`src/rtl/hangul_syllable_composer_defines.svh`:
```
// assertion helpers for hangul_syllable_composer.sv
`ifndef HANGUL_SYLLABLE_COMPOSER_DEFINES_SVH
`define HANGUL_SYLLABLE_COMPOSER_DEFINES_SVH

// same-cycle implication
`define HSC_ASSERT_IMPLY(label, clk, rst_n, ante, cons, msg) \
  label: assert property (@(posedge clk) disable iff (!rst_n) (ante) |-> (cons)) \
    else $error(msg);

// next-cycle implication
`define HSC_ASSERT_NEXT(label, clk, rst_n, ante, cons, msg) \
  label: assert property (@(posedge clk) disable iff (!rst_n) (ante) |=> (cons)) \
    else $error(msg);

`endif

```
`src/rtl/hsc_pkg.sv`:
```
`timescale 1ns / 1ps
`default_nettype none
package hsc_pkg;

  // request types
  localparam logic REQ_JAMO  = 1'b0;
  localparam logic REQ_FLUSH = 1'b1;

  // composer states
  localparam logic [2:0] ST_START = 3'd0;
  localparam logic [2:0] ST_VOWEL = 3'd1;
  localparam logic [2:0] ST_CONS  = 3'd2;
  localparam logic [2:0] ST_IM    = 3'd3;
  localparam logic [2:0] ST_IMF   = 3'd4;
  localparam logic [2:0] ST_IMFF  = 3'd5;

  // character view kinds
  localparam logic [1:0] VIEW_NONE = 2'd0;
  localparam logic [1:0] VIEW_JAMO = 2'd1;
  localparam logic [1:0] VIEW_SYL  = 2'd2;

  localparam logic [6:0] FIRST_VOWEL = 7'd19;
  localparam logic [6:0] KEY_LIMIT   = 7'd40;
  localparam logic [6:0] FIN_NONE    = 7'd40;
  localparam logic [15:0] SYL_BASE   = 16'hAC00;
  localparam logic [15:0] SYL_SKEW   = 16'd572;
  localparam logic [15:0] INI_STRIDE = 16'd588;
  localparam logic [15:0] MED_STRIDE = 16'd28;
  localparam logic [15:0] JAMO_BASE  = 16'h3100;
  localparam logic [15:0] VOWEL_BASE = 16'h314F;

  typedef struct packed {
    logic       req_type;
    logic [5:0] key_index;
  } in_t;

  typedef struct packed {
    logic        commit_valid;
    logic [15:0] commit_code;
    logic        preedit_valid;
    logic [15:0] preedit_code;
  } out_t;

  typedef struct packed {
    logic [2:0] cs;
    logic [6:0] ini;
    logic [6:0] med;
    logic [6:0] fin;
    logic [6:0] cfirst;
    logic [6:0] csecond;
  } comp_t;

  // what to render: a lone jamo (key in ini) or a syllable
  typedef struct packed {
    logic [1:0] kind;
    logic [6:0] ini;
    logic [6:0] med;
    logic [6:0] fin;
  } view_t;

  function automatic view_t preedit_view(input comp_t st);
    view_t v;
    v.kind = VIEW_NONE;
    v.ini  = st.ini;
    v.med  = st.med;
    v.fin  = st.fin;
    case (st.cs)
      ST_VOWEL: begin
        v.kind = VIEW_JAMO;
        v.ini  = st.med;
      end
      ST_CONS: v.kind = VIEW_JAMO;
      ST_IM: begin
        v.kind = VIEW_SYL;
        v.fin  = FIN_NONE;
      end
      ST_IMF, ST_IMFF: v.kind = VIEW_SYL;
      default: v.kind = VIEW_NONE;
    endcase
    return v;
  endfunction

endpackage
`default_nettype wire

```
`src/rtl/hangul_syllable_composer.sv`:
```
`timescale 1ns / 1ps
`default_nettype none
// hangul syllable composer
// in channel: in_valid / in_stall / in_data, one beat per key or flush request
//   (req_type 0 = jamo key index, 1 = flush the character under composition)
// out channel: out_valid / out_stall / out_data, exactly one beat per input beat,
//   carrying the committed character (if any) and the current preedit character
// a beat moves when valid is high and stall is low
// an input beat is first taken into the input register, then its result is loaded into the result register
// throughput: one beat per cycle while out_stall is low; the automaton state updates in the same cycle
//   as its result is loaded, so the next key sees it without a gap
// the critical path is the state update feeding the syllable code multiplies
// stall: while out_stall holds a result, one more key is parked in the input
//   register and in_stall rises only when that register is also occupied
// reset (rst_n low, synchronous): no pending character, both registers empty
module hangul_syllable_composer (
  input  wire                clk,
  input  wire                rst_n,
  input  wire                in_valid,
  output logic               in_stall,
  input  wire hsc_pkg::in_t  in_data,
  output logic               out_valid,
  input  wire                out_stall,
  output hsc_pkg::out_t      out_data
);

  `include "hangul_syllable_composer_defines.svh"

  // input register
  hsc_pkg::in_t   in_r;
  logic           s1_vld_r;

  // automaton state
  hsc_pkg::comp_t state_r;
  hsc_pkg::comp_t state_nxt;

  // result register
  hsc_pkg::out_t  out_data_r;
  hsc_pkg::out_t  out_data_nxt;
  logic           out_vld_r;

  hsc_pkg::view_t commit_view;
  hsc_pkg::view_t pre_view;

  // rendered characters for the result beat
  logic        commit_vld;
  logic [15:0] commit_code;
  logic        pre_vld;
  logic [15:0] pre_code;

  logic out_free;
  logic advance;
  logic in_take;

  // result slot is free when empty or being drained this cycle
  assign out_free = !out_vld_r || !out_stall;
  assign advance  = s1_vld_r && out_free;
  assign in_stall = s1_vld_r && !out_free;
  assign in_take  = in_valid && !in_stall;

  hsc_step u_step (
    .st          (state_r),
    .req         (in_r),
    .st_nxt      (state_nxt),
    .commit_view (commit_view)
  );

  // preedit follows the state after this key
  assign pre_view = hsc_pkg::preedit_view(state_nxt);

  hsc_code u_commit_code (
    .view  (commit_view),
    .valid (commit_vld),
    .code  (commit_code)
  );

  hsc_code u_preedit_code (
    .view  (pre_view),
    .valid (pre_vld),
    .code  (pre_code)
  );

  assign out_data_nxt = {commit_vld, commit_code, pre_vld, pre_code};

  always_ff @(posedge clk) begin
    if (!rst_n) begin
      s1_vld_r  <= 1'b0;
      out_vld_r <= 1'b0;
      state_r   <= '0;
    end else begin
      if (in_take) begin
        s1_vld_r <= 1'b1;
      end else if (advance) begin
        s1_vld_r <= 1'b0;
      end
      if (advance) begin
        out_vld_r <= 1'b1;
        state_r   <= state_nxt;
      end else if (!out_stall) begin
        out_vld_r <= 1'b0;
      end
    end
  end

  // payload registers, no reset needed
  always_ff @(posedge clk) begin
    if (in_take) begin
      in_r <= in_data;
    end
    if (advance) begin
      out_data_r <= out_data_nxt;
    end
  end

  assign out_valid = out_vld_r;
  assign out_data  = out_data_r;

  // input backpressure only when both registers are blocked
  `HSC_ASSERT_IMPLY(a_stall_cause, clk, rst_n, in_stall, out_vld_r && out_stall,
    "in_stall without a blocked result")
  // a parked key is not dropped while the output is stalled
  `HSC_ASSERT_NEXT(a_park_hold, clk, rst_n, in_stall, s1_vld_r,
    "parked key lost")
  // flush leaves nothing pending
  `HSC_ASSERT_NEXT(a_flush_clear, clk, rst_n,
    advance && in_r.req_type == hsc_pkg::REQ_FLUSH,
    state_r.cs == hsc_pkg::ST_START && !out_data_r.preedit_valid,
    "flush left state pending")
  // preedit flag tracks the stored state
  `HSC_ASSERT_NEXT(a_preedit_state, clk, rst_n, advance,
    out_data_r.preedit_valid == (state_r.cs != hsc_pkg::ST_START),
    "preedit flag disagrees with state")

endmodule
`default_nettype wire

```
`src/rtl/hsc_code.sv`:
```
`timescale 1ns / 1ps
`default_nettype none
module hsc_code (
  input  wire hsc_pkg::view_t view,
  output logic                valid,
  output logic [15:0]         code
);

  // low byte of the compatibility jamo for each consonant key
  function automatic logic [7:0] cons_jamo(input logic [6:0] k);
    logic [7:0] r;
    unique case (k)
      7'd0:  r = 8'h31;
      7'd1:  r = 8'h32;
      7'd2:  r = 8'h34;
      7'd3:  r = 8'h37;
      7'd4:  r = 8'h38;
      7'd5:  r = 8'h39;
      7'd6:  r = 8'h41;
      7'd7:  r = 8'h42;
      7'd8:  r = 8'h43;
      7'd9:  r = 8'h45;
      7'd10: r = 8'h46;
      7'd11: r = 8'h47;
      7'd12: r = 8'h48;
      7'd13: r = 8'h49;
      7'd14: r = 8'h4A;
      7'd15: r = 8'h4B;
      7'd16: r = 8'h4C;
      7'd17: r = 8'h4D;
      7'd18: r = 8'h4E;
      default: r = 8'h00;
    endcase
    return r;
  endfunction

  logic [15:0] jamo_code;
  logic [15:0] syl_code;
  logic [15:0] ini_part;
  logic [15:0] med_part;
  logic [4:0]  vowel_ofs;

  assign vowel_ofs = 5'(view.ini - hsc_pkg::FIRST_VOWEL);
  assign jamo_code = (view.ini < hsc_pkg::FIRST_VOWEL)
                   ? hsc_pkg::JAMO_BASE + {8'd0, cons_jamo(view.ini)}
                   : hsc_pkg::VOWEL_BASE + {11'd0, vowel_ofs};

  assign ini_part = 16'({9'd0, view.ini} * hsc_pkg::INI_STRIDE);
  assign med_part = 16'({9'd0, view.med} * hsc_pkg::MED_STRIDE);
  assign syl_code = hsc_pkg::SYL_BASE - hsc_pkg::SYL_SKEW + {9'd0, view.fin}
                  + ini_part + med_part;

  always_comb begin
    unique case (view.kind)
      hsc_pkg::VIEW_JAMO: begin
        valid = 1'b1;
        code  = jamo_code;
      end
      hsc_pkg::VIEW_SYL: begin
        valid = 1'b1;
        code  = syl_code;
      end
      default: begin
        valid = 1'b0;
        code  = 16'd0;
      end
    endcase
  end

endmodule
`default_nettype wire

```
`src/rtl/hsc_step.sv`:
```
`timescale 1ns / 1ps
`default_nettype none
module hsc_step (
  input  wire hsc_pkg::comp_t st,
  input  wire hsc_pkg::in_t   req,
  output hsc_pkg::comp_t      st_nxt,
  output hsc_pkg::view_t      commit_view
);

  // final code for a consonant key, zero when it cannot close a syllable
  function automatic logic [6:0] key_final(input logic [6:0] k);
    logic [6:0] r;
    unique case (k)
      7'd0:  r = 7'd41;
      7'd1:  r = 7'd42;
      7'd2:  r = 7'd44;
      7'd3:  r = 7'd47;
      7'd5:  r = 7'd48;
      7'd6:  r = 7'd56;
      7'd7:  r = 7'd57;
      7'd9:  r = 7'd59;
      7'd10: r = 7'd60;
      7'd11: r = 7'd61;
      7'd12: r = 7'd62;
      7'd14: r = 7'd63;
      7'd15: r = 7'd64;
      7'd16: r = 7'd65;
      7'd17: r = 7'd66;
      7'd18: r = 7'd67;
      default: r = 7'd0;
    endcase
    return r;
  endfunction

  function automatic logic [6:0] final_to_initial(input logic [6:0] f);
    logic [6:0] r;
    unique case (f)
      7'd41: r = 7'd0;
      7'd42: r = 7'd1;
      7'd44: r = 7'd2;
      7'd47: r = 7'd3;
      7'd48: r = 7'd5;
      7'd56: r = 7'd6;
      7'd57: r = 7'd7;
      7'd59: r = 7'd9;
      7'd60: r = 7'd10;
      7'd61: r = 7'd11;
      7'd62: r = 7'd12;
      7'd63: r = 7'd14;
      7'd64: r = 7'd15;
      7'd65: r = 7'd16;
      7'd66: r = 7'd17;
      7'd67: r = 7'd18;
      default: r = 7'd0;
    endcase
    return r;
  endfunction

  function automatic logic [6:0] mix_vowel(input logic [6:0] a, input logic [6:0] b);
    logic [6:0] r;
    r = 7'd0;
    if (a == 7'd27 && b == 7'd19) r = 7'd28;
    if (a == 7'd27 && b == 7'd20) r = 7'd29;
    if (a == 7'd27 && b == 7'd39) r = 7'd30;
    if (a == 7'd32 && b == 7'd23) r = 7'd33;
    if (a == 7'd32 && b == 7'd24) r = 7'd34;
    if (a == 7'd32 && b == 7'd39) r = 7'd35;
    if (a == 7'd37 && b == 7'd39) r = 7'd38;
    return r;
  endfunction

  function automatic logic [6:0] mix_final(input logic [6:0] a, input logic [6:0] b);
    logic [6:0] r;
    r = 7'd0;
    if (a == 7'd41 && b == 7'd59) r = 7'd43;
    if (a == 7'd44 && b == 7'd62) r = 7'd45;
    if (a == 7'd44 && b == 7'd67) r = 7'd46;
    if (a == 7'd48 && b == 7'd41) r = 7'd49;
    if (a == 7'd48 && b == 7'd56) r = 7'd50;
    if (a == 7'd48 && b == 7'd57) r = 7'd51;
    if (a == 7'd48 && b == 7'd59) r = 7'd52;
    if (a == 7'd48 && b == 7'd65) r = 7'd53;
    if (a == 7'd48 && b == 7'd66) r = 7'd54;
    if (a == 7'd48 && b == 7'd67) r = 7'd55;
    if (a == 7'd57 && b == 7'd59) r = 7'd58;
    return r;
  endfunction

  logic [6:0] k;
  logic       vowel;
  logic [6:0] mv;
  logic [6:0] kf;
  logic [6:0] mf;

  assign k     = {1'b0, req.key_index};
  assign vowel = (k >= hsc_pkg::FIRST_VOWEL);
  assign mv    = mix_vowel(st.med, k);
  assign kf    = key_final(k);
  assign mf    = (kf != 7'd0 && st.cs == hsc_pkg::ST_IMF) ? mix_final(st.fin, kf) : 7'd0;

  always_comb begin
    st_nxt           = st;
    commit_view.kind = hsc_pkg::VIEW_NONE;
    commit_view.ini  = st.ini;
    commit_view.med  = st.med;
    commit_view.fin  = st.fin;
    if (req.req_type == hsc_pkg::REQ_FLUSH) begin
      commit_view = hsc_pkg::preedit_view(st);
      st_nxt      = '0;
    end else if (k < hsc_pkg::KEY_LIMIT) begin
      case (st.cs)
        hsc_pkg::ST_VOWEL: begin
          if (vowel && mv != 7'd0) begin
            st_nxt.med = mv;
          end else begin
            commit_view.kind = hsc_pkg::VIEW_JAMO;
            commit_view.ini  = st.med;
            if (vowel) begin
              st_nxt.med = k;
            end else begin
              st_nxt.ini = k;
              st_nxt.cs  = hsc_pkg::ST_CONS;
            end
          end
        end
        hsc_pkg::ST_CONS: begin
          if (vowel) begin
            st_nxt.med = k;
            st_nxt.cs  = hsc_pkg::ST_IM;
          end else begin
            commit_view.kind = hsc_pkg::VIEW_JAMO;
            st_nxt.ini       = k;
          end
        end
        hsc_pkg::ST_IM: begin
          if (vowel) begin
            if (mv != 7'd0) begin
              st_nxt.med = mv;
            end else begin
              commit_view.kind = hsc_pkg::VIEW_SYL;
              commit_view.fin  = hsc_pkg::FIN_NONE;
              st_nxt.med       = k;
              st_nxt.cs        = hsc_pkg::ST_VOWEL;
            end
          end else if (kf != 7'd0) begin
            st_nxt.fin = kf;
            st_nxt.cs  = hsc_pkg::ST_IMF;
          end else begin
            commit_view.kind = hsc_pkg::VIEW_SYL;
            commit_view.fin  = hsc_pkg::FIN_NONE;
            st_nxt.ini       = k;
            st_nxt.cs        = hsc_pkg::ST_CONS;
          end
        end
        hsc_pkg::ST_IMF, hsc_pkg::ST_IMFF: begin
          if (vowel) begin
            // the trailing consonant moves over as the next initial
            commit_view.kind = hsc_pkg::VIEW_SYL;
            if (st.cs == hsc_pkg::ST_IMFF) begin
              commit_view.fin = st.cfirst;
              st_nxt.ini      = final_to_initial(st.csecond);
            end else begin
              commit_view.fin = hsc_pkg::FIN_NONE;
              st_nxt.ini      = final_to_initial(st.fin);
            end
            st_nxt.med = k;
            st_nxt.cs  = hsc_pkg::ST_IM;
          end else if (mf != 7'd0) begin
            st_nxt.cfirst  = st.fin;
            st_nxt.csecond = kf;
            st_nxt.fin     = mf;
            st_nxt.cs      = hsc_pkg::ST_IMFF;
          end else begin
            commit_view.kind = hsc_pkg::VIEW_SYL;
            st_nxt.ini       = k;
            st_nxt.cs        = hsc_pkg::ST_CONS;
          end
        end
        default: begin
          if (vowel) begin
            st_nxt.med = k;
            st_nxt.cs  = hsc_pkg::ST_VOWEL;
          end else begin
            st_nxt.ini = k;
            st_nxt.cs  = hsc_pkg::ST_CONS;
          end
        end
      endcase
    end
  end

endmodule
`default_nettype wire
```
`config.mk`:
```
export PLATFORM = sky130hd
export DESIGN_NAME = hangul_syllable_composer
export DESIGN_NICKNAME = d
export VERILOG_FILES = /design/src/rtl/hsc_pkg.sv /design/src/rtl/hangul_syllable_composer.sv /design/src/rtl/hsc_code.sv /design/src/rtl/hsc_step.sv
export VERILOG_INCLUDE_DIRS = /design/src /design/src/rtl
export SDC_FILE = /design/constraint.sdc
export NUM_CORES = 1
export LEC_CHECK = 0
export BUFFER_PORTS_ARGS = -buffer_cell sky130_fd_sc_hd__buf_2
export CAP_MARGIN = 20
export CELL_PAD_IN_SITES_DETAIL_PLACEMENT = 1
export CELL_PAD_IN_SITES_GLOBAL_PLACEMENT = 1
export CORE_MARGIN = 2
export CORE_UTILIZATION = 53
export DETAILED_ROUTE_END_ITERATION = 8
export GPL_TIMING_DRIVEN = 0
export PLACE_DENSITY = 0.95
export SYNTH_ARGS = -nofsm -noshare
export SYNTH_HDL_FRONTEND = slang
export SYNTH_SLANG_ARGS = --single-unit
```
`constraint.sdc`:
```
create_clock -name clk -period 12.2 [get_ports clk]
set_clock_uncertainty 0.2 [all_clocks]
set_input_delay 1.22 -clock clk [delete_from_list [all_inputs] [get_ports clk]]
set_output_delay 1.22 -clock clk [all_outputs]
set_load 0.02 [all_outputs]
```
Yosys cells after proc, flatten, opt, wreduce, memory -nomap -nowiden
Memory sizes are Yosys's and may differ from the RTL's. A register that Yosys moved wholly into a read port is not among the register bits.
Cells that the tools add are included.
{ "word_totals": {"wordCells": 233, "out_inout_bits": 36, "romBits": 672, "mem_count": 3, "input_bits": 11, "regBits": 81} }
{ "op_classes": {"multipliers": 4, "n_mux": 87, "order_cmp": 4, "add_sub_neg": 12, "n_reduce_logical": 46, "eq_ne": 63} }
{ "memory_table": {"columns": ["name", "depth", "word_bits", "read_ports", "rd_ports_with_merged_regs", "wr", "line", "source"], "rows": [
  ["(name not given)", 32, 7, 1, 0, 0, "hsc_code.sv:12", "unique case (k)"],
  ["(name not given)", 32, 7, 1, 0, 0, "hsc_code.sv:12", null],
  ["(name not given)", 32, 7, 1, 1, 0, "hsc_step.sv:13", "unique case (k)"]
]} }
{ "op_table": {"columns": ["cell", "n"], "rows": [
  ["== test 7 x 6 -> 1 bit, second input constant", 30],
  ["two-way mux 7 bit", 29],
  ["one-hot mux 5 bit (15 select lines)", 2],
  ["== test 7 bit, second input constant", 11],
  ["two-way mux 38 bit", 2],
  ["two-way mux 6 bit", 12],
  ["one-hot mux 17 bit (4 select lines)", 1],
  ["one-hot mux 16 bit (2 select lines)", 2],
  ["two-way mux 21 bit", 2],
  ["adder 16 x 12 -> 16 bit", 2],
  ["adder 16 bit", 2],
  ["adder 16 x 7 -> 16 bit, first input constant", 2],
  ["two-way mux 16 bit", 2],
  ["adder 14 x 5 -> 15 bit, first input constant", 2],
  ["adder 14 x 8 -> 15 bit, first input constant", 2],
  ["two-way mux 10 bit", 3],
  ["multiplier 7 x 8 -> 14 bit, second input constant", 2],
  ["one-hot mux 7 bit (2 select lines)", 2],
  ["== test 6 x 5 -> 1 bit, second input constant", 4],
  ["two-way mux 8 bit", 3],
  ["logical AND 1 bit", 23],
  ["nonzero test 7 bit", 3],
  ["multiplier 7 x 3 -> 10 bit, second input constant", 2],
  ["two-way mux 9 bit", 2],
  ["other kinds (27)", 69]
]} }

Logic depth before layout (Yosys ltp)
{ "logic_depth": {"depth_word": 29, "ltp_mapped": 34, "ltp_nobuf": 33} }

Modules after synthesis
Synthesis repeated with hierarchy kept, for this count alone.
{ "unflattened": {"cells_unflattened": 1426, "area_unflattened_um2": 11758.8} }
{ "by_module_without_submodules": {"columns": ["module", "cells_each", "area_per_inst_um2", "seq_area_each_um2", "n_inst"], "rows": [
  ["hsc_step", 501, 3000.4, 0.0, 1],
  ["hangul_syllable_composer", 234, 2986.6, 2031.9, 1],
  ["hsc_code at u_preedit_code", 352, 2924.1, 0.0, 1],
  ["hsc_code at u_commit_code", 339, 2847.7, 0.0, 1]
]} }

Worst setup path after synthesis
No wires, ideal clock.
{ "synth_path": {"kind": "register to register", "start": "register state_r[23] (netlist name)", "end": "register out_data_r (netlist bit out_data[32]), data pin", "synth_period_minus_slack_ns": 7.276, "required_time_ns": 11.853, "path_slack_ns": 4.924, "t_arrival_ns": 6.929, "setup_time_ns": 0.147, "n_path_buf": 2, "stages_incl_launch_ff": 31, "path_cell_list": "dfxtp_1 inv_1 ha_1 and4b_1 a2bb2o_1 a32oi_1 a31oi_1 nand2b_1 buf_2 a21oi_1 inv_1 clkbuf_1 ha_1 ha_1 ha_1 ha_1 ha_1 and4b_1 o21ai_0 a21boi_0 nor2_1 ha_1 ha_1 ha_1 a21boi_0 o21ai_0 a21oi_1 o21ai_0 a21oi_1 or3_1 a21oi_1"} }
{ "synth_between": {"elab_chain_cells": 19, "elab_cells_between_ends": 40, "classes_between": "add/sub (3); mul (2); eq/ne (5); mux (21); reduce/logical (9)"} }
{ "synth_rtl": {"columns": ["element", "line", "source"], "rows": [
  ["start: declaration", "hangul_syllable_composer.sv:34", "hsc_pkg::comp_t state_r;"],
  ["start signal: assignment", "hangul_syllable_composer.sv:98", "state_r <= state_nxt;"],
  ["== test 7 x 5 -> 1 bit", "hsc_step.sv:62, hsc_step.sv:63, hsc_step.sv:64", null],
  ["logical AND 1 bit", "hsc_step.sv:62", "if (a == 7'd27 && b == 7'd19) r = 7'd28;"],
  ["two-way mux 5 bit", "hsc_step.sv:62", null],
  ["two-way mux 7 bit", "hsc_step.sv:63", "if (a == 7'd27 && b == 7'd20) r = 7'd29;"],
  ["two-way mux 7 bit", "hsc_step.sv:64", "if (a == 7'd27 && b == 7'd39) r = 7'd30;"],
  ["two-way mux 7 bit", "hsc_step.sv:65", "if (a == 7'd32 && b == 7'd23) r = 7'd33;"],
  ["two-way mux 7 bit", "hsc_step.sv:66", "if (a == 7'd32 && b == 7'd24) r = 7'd34;"],
  ["two-way mux 7 bit", "hsc_step.sv:67", "if (a == 7'd32 && b == 7'd39) r = 7'd35;"],
  ["[... 4 more ...]", null, null],
  ["two-way mux 7 bit / one-hot mux 7 bit (2 select lines) (equally long branches)", "hsc_step.sv:111", "case (st.cs)"],
  ["two-way mux 9 bit / two-way mux 7 bit (equally long branches)", "hsc_step.sv:110", "end else if (k < hsc_pkg::KEY_LIMIT) begin"],
  ["two-way mux 9 bit / two-way mux 7 bit (equally long branches)", "hsc_step.sv:107", "if (req.req_type == hsc_pkg::REQ_FLUSH) begin"],
  ["multiplier 7 x 8 -> 14 bit / adder 16 x 7 -> 16 bit (equally long branches)", "hsc_code.sv:48, hsc_code.sv:50", null],
  ["adder 16 bit", "hsc_code.sv:51", "+ ini_part + med_part;"],
  ["adder 16 x 12 -> 16 bit", "hsc_code.sv:51", null],
  ["one-hot mux 16 bit (2 select lines) *", "hsc_code.sv:54", "unique case (view.kind)"],
  ["net commit_code[15]", "hangul_syllable_composer.sv:47", "logic [15:0] commit_code;"],
  ["end signal: assignment", "hangul_syllable_composer.sv:111", "out_data_r <= out_data_nxt;"],
  ["end: declaration", "hangul_syllable_composer.sv:38", "hsc_pkg::out_t out_data_r;"]
]} }
The timed path passes the listed nets; every way through them passes the cells marked *.
A chain may end at the register's enable or synchronous reset.

Worst setup path after layout
{ "layout_path": {"start": "register state_r[26] (netlist name)", "end": "register out_data_r (netlist bit out_data[32]), data pin"} }
The elaborated chain is that of the path after synthesis.

==> results.json <==
{
  "status": "finished, final reports clean",
  "hold_path_class": "flip-flop to flip-flop",
  "synth_async_sr_flop_share_pct": 0,
  "rrSetupSlack_ns": 2.73,
  "clkLatencyLatePin_ns": 0.37,
  "crit_top_cell": "ha_1",
  "tightest_slew_ns": 1.00,
  "power.clock.fraction_pct": 27.7,
  "fin_crit_sh_pct": 77.6,
  "endpoint_kind": "flip-flop",
  "die_w_um": 151,
  "synth_nets": 1637,
  "num_vias": 11700,
  "vias_per_cell": 6.70,
  "peakVddDrop_mv": 0.0843,
  "cts_buffer_depth": 2,
  "core_um2": 21100,
  "dp_hpwl_um": 31600,
  "grt_remaining_overflow": 0,
  "fin_area_um2": 12300,
  "cts.repair.resized": 0,
  "place_congestion": 0.985,
  "combPwrFrac_pct": 40.2,
  "grt_first_pass_wirelength_um": 66300,
  "slew_viol_final": 0,
  "yosysSeqAreaShare_pct": 19.0,
  "io_pins": 47,
  "antenna_left": 0,
  "grt_max_degree": 27,
  "cp_data_required_time_ns": 12.21,
  "finalPower_w": 0.00103,
  "seqPwrFrac_pct": 32.2,
  "worst-r2r-cell-count": 30,
  "max_cap_violations": 0,
  "drc": 0,
  "relSlewSlack_pct": 32.3,
  "rows": 53,
  "htree_levels": 3,
  "clockRootBuffer": "clkbuf_16",
  "min_period_ns": 9.47,
  "start_util_pct": 54.1,
  "synth_edf_count": 41,
  "wl_um": 42500,
  "final_cells": 1744,
  "tns_ns": 0,
  "grt_pass1_vias": 12200,
  "final_hold_viol_count": 0,
  "dieArea_um2": 22700,
  "dp.cells": 1728,
  "cellLeakagePower_nw": 5.64,
  "cp-start-kind": "flip-flop",
  "layout_commonest_cell": "ha_1",
  "syn_inst": 1403,
  "p_int_w": 0.000613,
  "final_cell_mix": "ha_1 (193), nand2_1 (153), inv_1 (119)",
  "ctsHoldBuffers": 0,
  "critical_path.endpoint": "out_data[32]$_DFFE_PP_",
  "antenna_found_initial": 1,
  "cts.reportedPaths.clkPinSlew_ns": 0.08,
  "syn_to_final_growth_pct": 7.91,
  "synth_ff_type": "dfxtp_1",
  "switching_power_w": 0.000420,
  "cts_tree": "done",
  "synth_cell_types": 88,
  "cp_max_fo": 14,
  "synth-seq-cells": 88,
  "track_usage_pct": 37.5,
  "drt_iter0_markers": 1120,
  "dr.pass1.iters": 6,
  "synth_area_um2": 11400,
  "holdPathStages": 2,
  "r2r_end": "out_data[32]$_DFFE_PP_",
  "clock.fmax_ghz": 0.106,
  "p_per_area_nw_per_um2": 83.9,
  "place_area_um2": 12000,
  "critPathLaunch": "state_r[26]$_SDFFE_PN0P_",
  "avgSynthCellArea_um2": 8.13,
  "rsz0062_at_grt": "false",
  "switching_share_pct": 40.7,
  "setup_viol": 0,
  "r2r_start": "state_r[26]$_SDFFE_PN0P_",
  "cts_inserted_buffers": 9,
  "cp_slowest_stage_delay_ns": 0.67,
  "cp_data_arrival_time_ns": 9.48,
  "ys_warn_count": 0,
  "fillers": 2625,
  "critical_path_class": "flip-flop to flip-flop",
  "die_y_um": 151,
  "cts_sinks": 88,
  "routedWlPerCell_um": 24.3,
  "drive_above_1_share_pct": 7.56,
  "postCtsSetupBuffers": 0,
  "antenna_cells": 0,
  "cp_slowest_cell": "dfxtp_1",
  "port_buffers": 45,
  "fin_nets": 1698
}
## cell usage after synthesis (10+ instances only)
| library cell | number | area, um^2 |
|---|---|---|
| a31oi_1 | 15 | 93.8 |
| clkbuf_1 | 56 | 210 |
| o21bai_1 | 10 | 75.1 |
| a211oi_1 | 12 | 90.1 |
| o22ai_1 | 15 | 93.8 |
| nand2b_1 | 15 | 93.8 |
| mux2i_1 | 11 | 110 |
| nor4_1 | 10 | 62.6 |
| buf_2 | 10 | 50.1 |
| edfxtp_1 | 41 | 1230 |
| a21oi_1 | 86 | 430 |
| nand2_1 | 153 | 574 |
| o211ai_1 | 12 | 90.1 |
| nor2b_1 | 20 | 125 |
| dfxtp_1 | 47 | 941 |
| fa_1 | 30 | 601 |
| nand3_1 | 30 | 150 |
| xor2_1 | 18 | 158 |
| o21ai_0 | 68 | 340 |
| a21o_1 | 29 | 218 |
| xnor2_1 | 38 | 333 |
| ha_1 | 193 | 2410 |
| nor2_1 | 105 | 394 |
| nor3_1 | 24 | 120 |
| a21boi_0 | 35 | 263 |
| inv_1 | 119 | 447 |
## through the flow
step	util, %	hold WS [ns]	setup WS [ns]
floorplan	-	0.221	4.92
global placement	56.8	0.235	3.38
detailed placement	57.1	0.246	3.17
CTS	58.4	0.256	3.00
global route	58.4	0.283	2.21
finish	58.4	0.251	2.73
## kinds of logic (layout without fill, tap and decap cells)
| kind of cell | Yosys count | in the layout | synth area share [%] |
|---|---|---|---|
| compound gates | 392 | 392 | 23.4 |
| buf+inv | 193 | 259 | 6.64 |
| flops | 88 | 88 | 19.0 |
| xor+xnor | 56 | 56 | 4.30 |
| simple gates | 433 | 433 | 18.3 |
| mux | 18 | 18 | 1.87 |
| fa+ha+maj | 223 | 223 | 26.4 |
## routing by layer
metal  share of wire, %  GRT usage (%)
met5                  0              0
met4                4.8           17.9
met3                8.3           8.67
met2                 46           62.0
met1                 41           46.1
## power by group through the flow
stage          Combinational (W)  Clock [W]  Sequential, W
5_1_grt                 0.000447   0.000296       0.000333
3_3_place_gp            0.000347          0       0.000338
3_5_place_dp            0.000382          0       0.000338
4_1_cts                 0.000402   0.000285       0.000332
2_1_floorplan           0.000264          0       0.000342
6_report                0.000415   0.000286       0.000332
## worst min-delay path by stage
| stage | startpoint | slack [ns] | end |
|---|---|---|---|
| after floorplan | state_r[34]$_SDFFE_PN0P_ | 0.22 | state_r[34]$_SDFFE_PN0P_ |
| after global placement | state_r[33]$_SDFFE_PN0P_ | 0.24 | state_r[33]$_SDFFE_PN0P_ |
| after detailed placement | state_r[34]$_SDFFE_PN0P_ | 0.25 | state_r[34]$_SDFFE_PN0P_ |
| after CTS | state_r[34]$_SDFFE_PN0P_ | 0.26 | state_r[34]$_SDFFE_PN0P_ |
| after global routing | state_r[34]$_SDFFE_PN0P_ | 0.28 | state_r[34]$_SDFFE_PN0P_ |
| final | state_r[34]$_SDFFE_PN0P_ | 0.25 | state_r[34]$_SDFFE_PN0P_ |
## state kept, by name (all words and copies together), names as in the netlist, named ones only
signal and flops:
out_data 34, state_r 38, in_r 7, out_valid 1
s1_vld_r 1
## final cells by class
cell class                      count  area, um^2  share of cell area, %
Buffer                             69         292                   2.37
Inverter                          124         468                   3.80
Tap cell                          275         344                   2.79
Clock inverter                      7        53.8                  0.437
Sequential cell                    88        2170                   17.6
Multi-Input combinational cell   1122        8490                   68.9
Clock buffer                        9         225                   1.83
Timing Repair Buffer               50         273                   2.22
## worst max-delay path: cells and delay by family, from the launching register on
family | cells | cell delay (ns)
simple gates | 5 | 1.31
compound gates | 12 | 3.41
fa+ha+maj | 9 | 2.79
buf+inv | 4 | 0.91
flops | 1 | 0.67
Power figures use the tool's default switching activity.
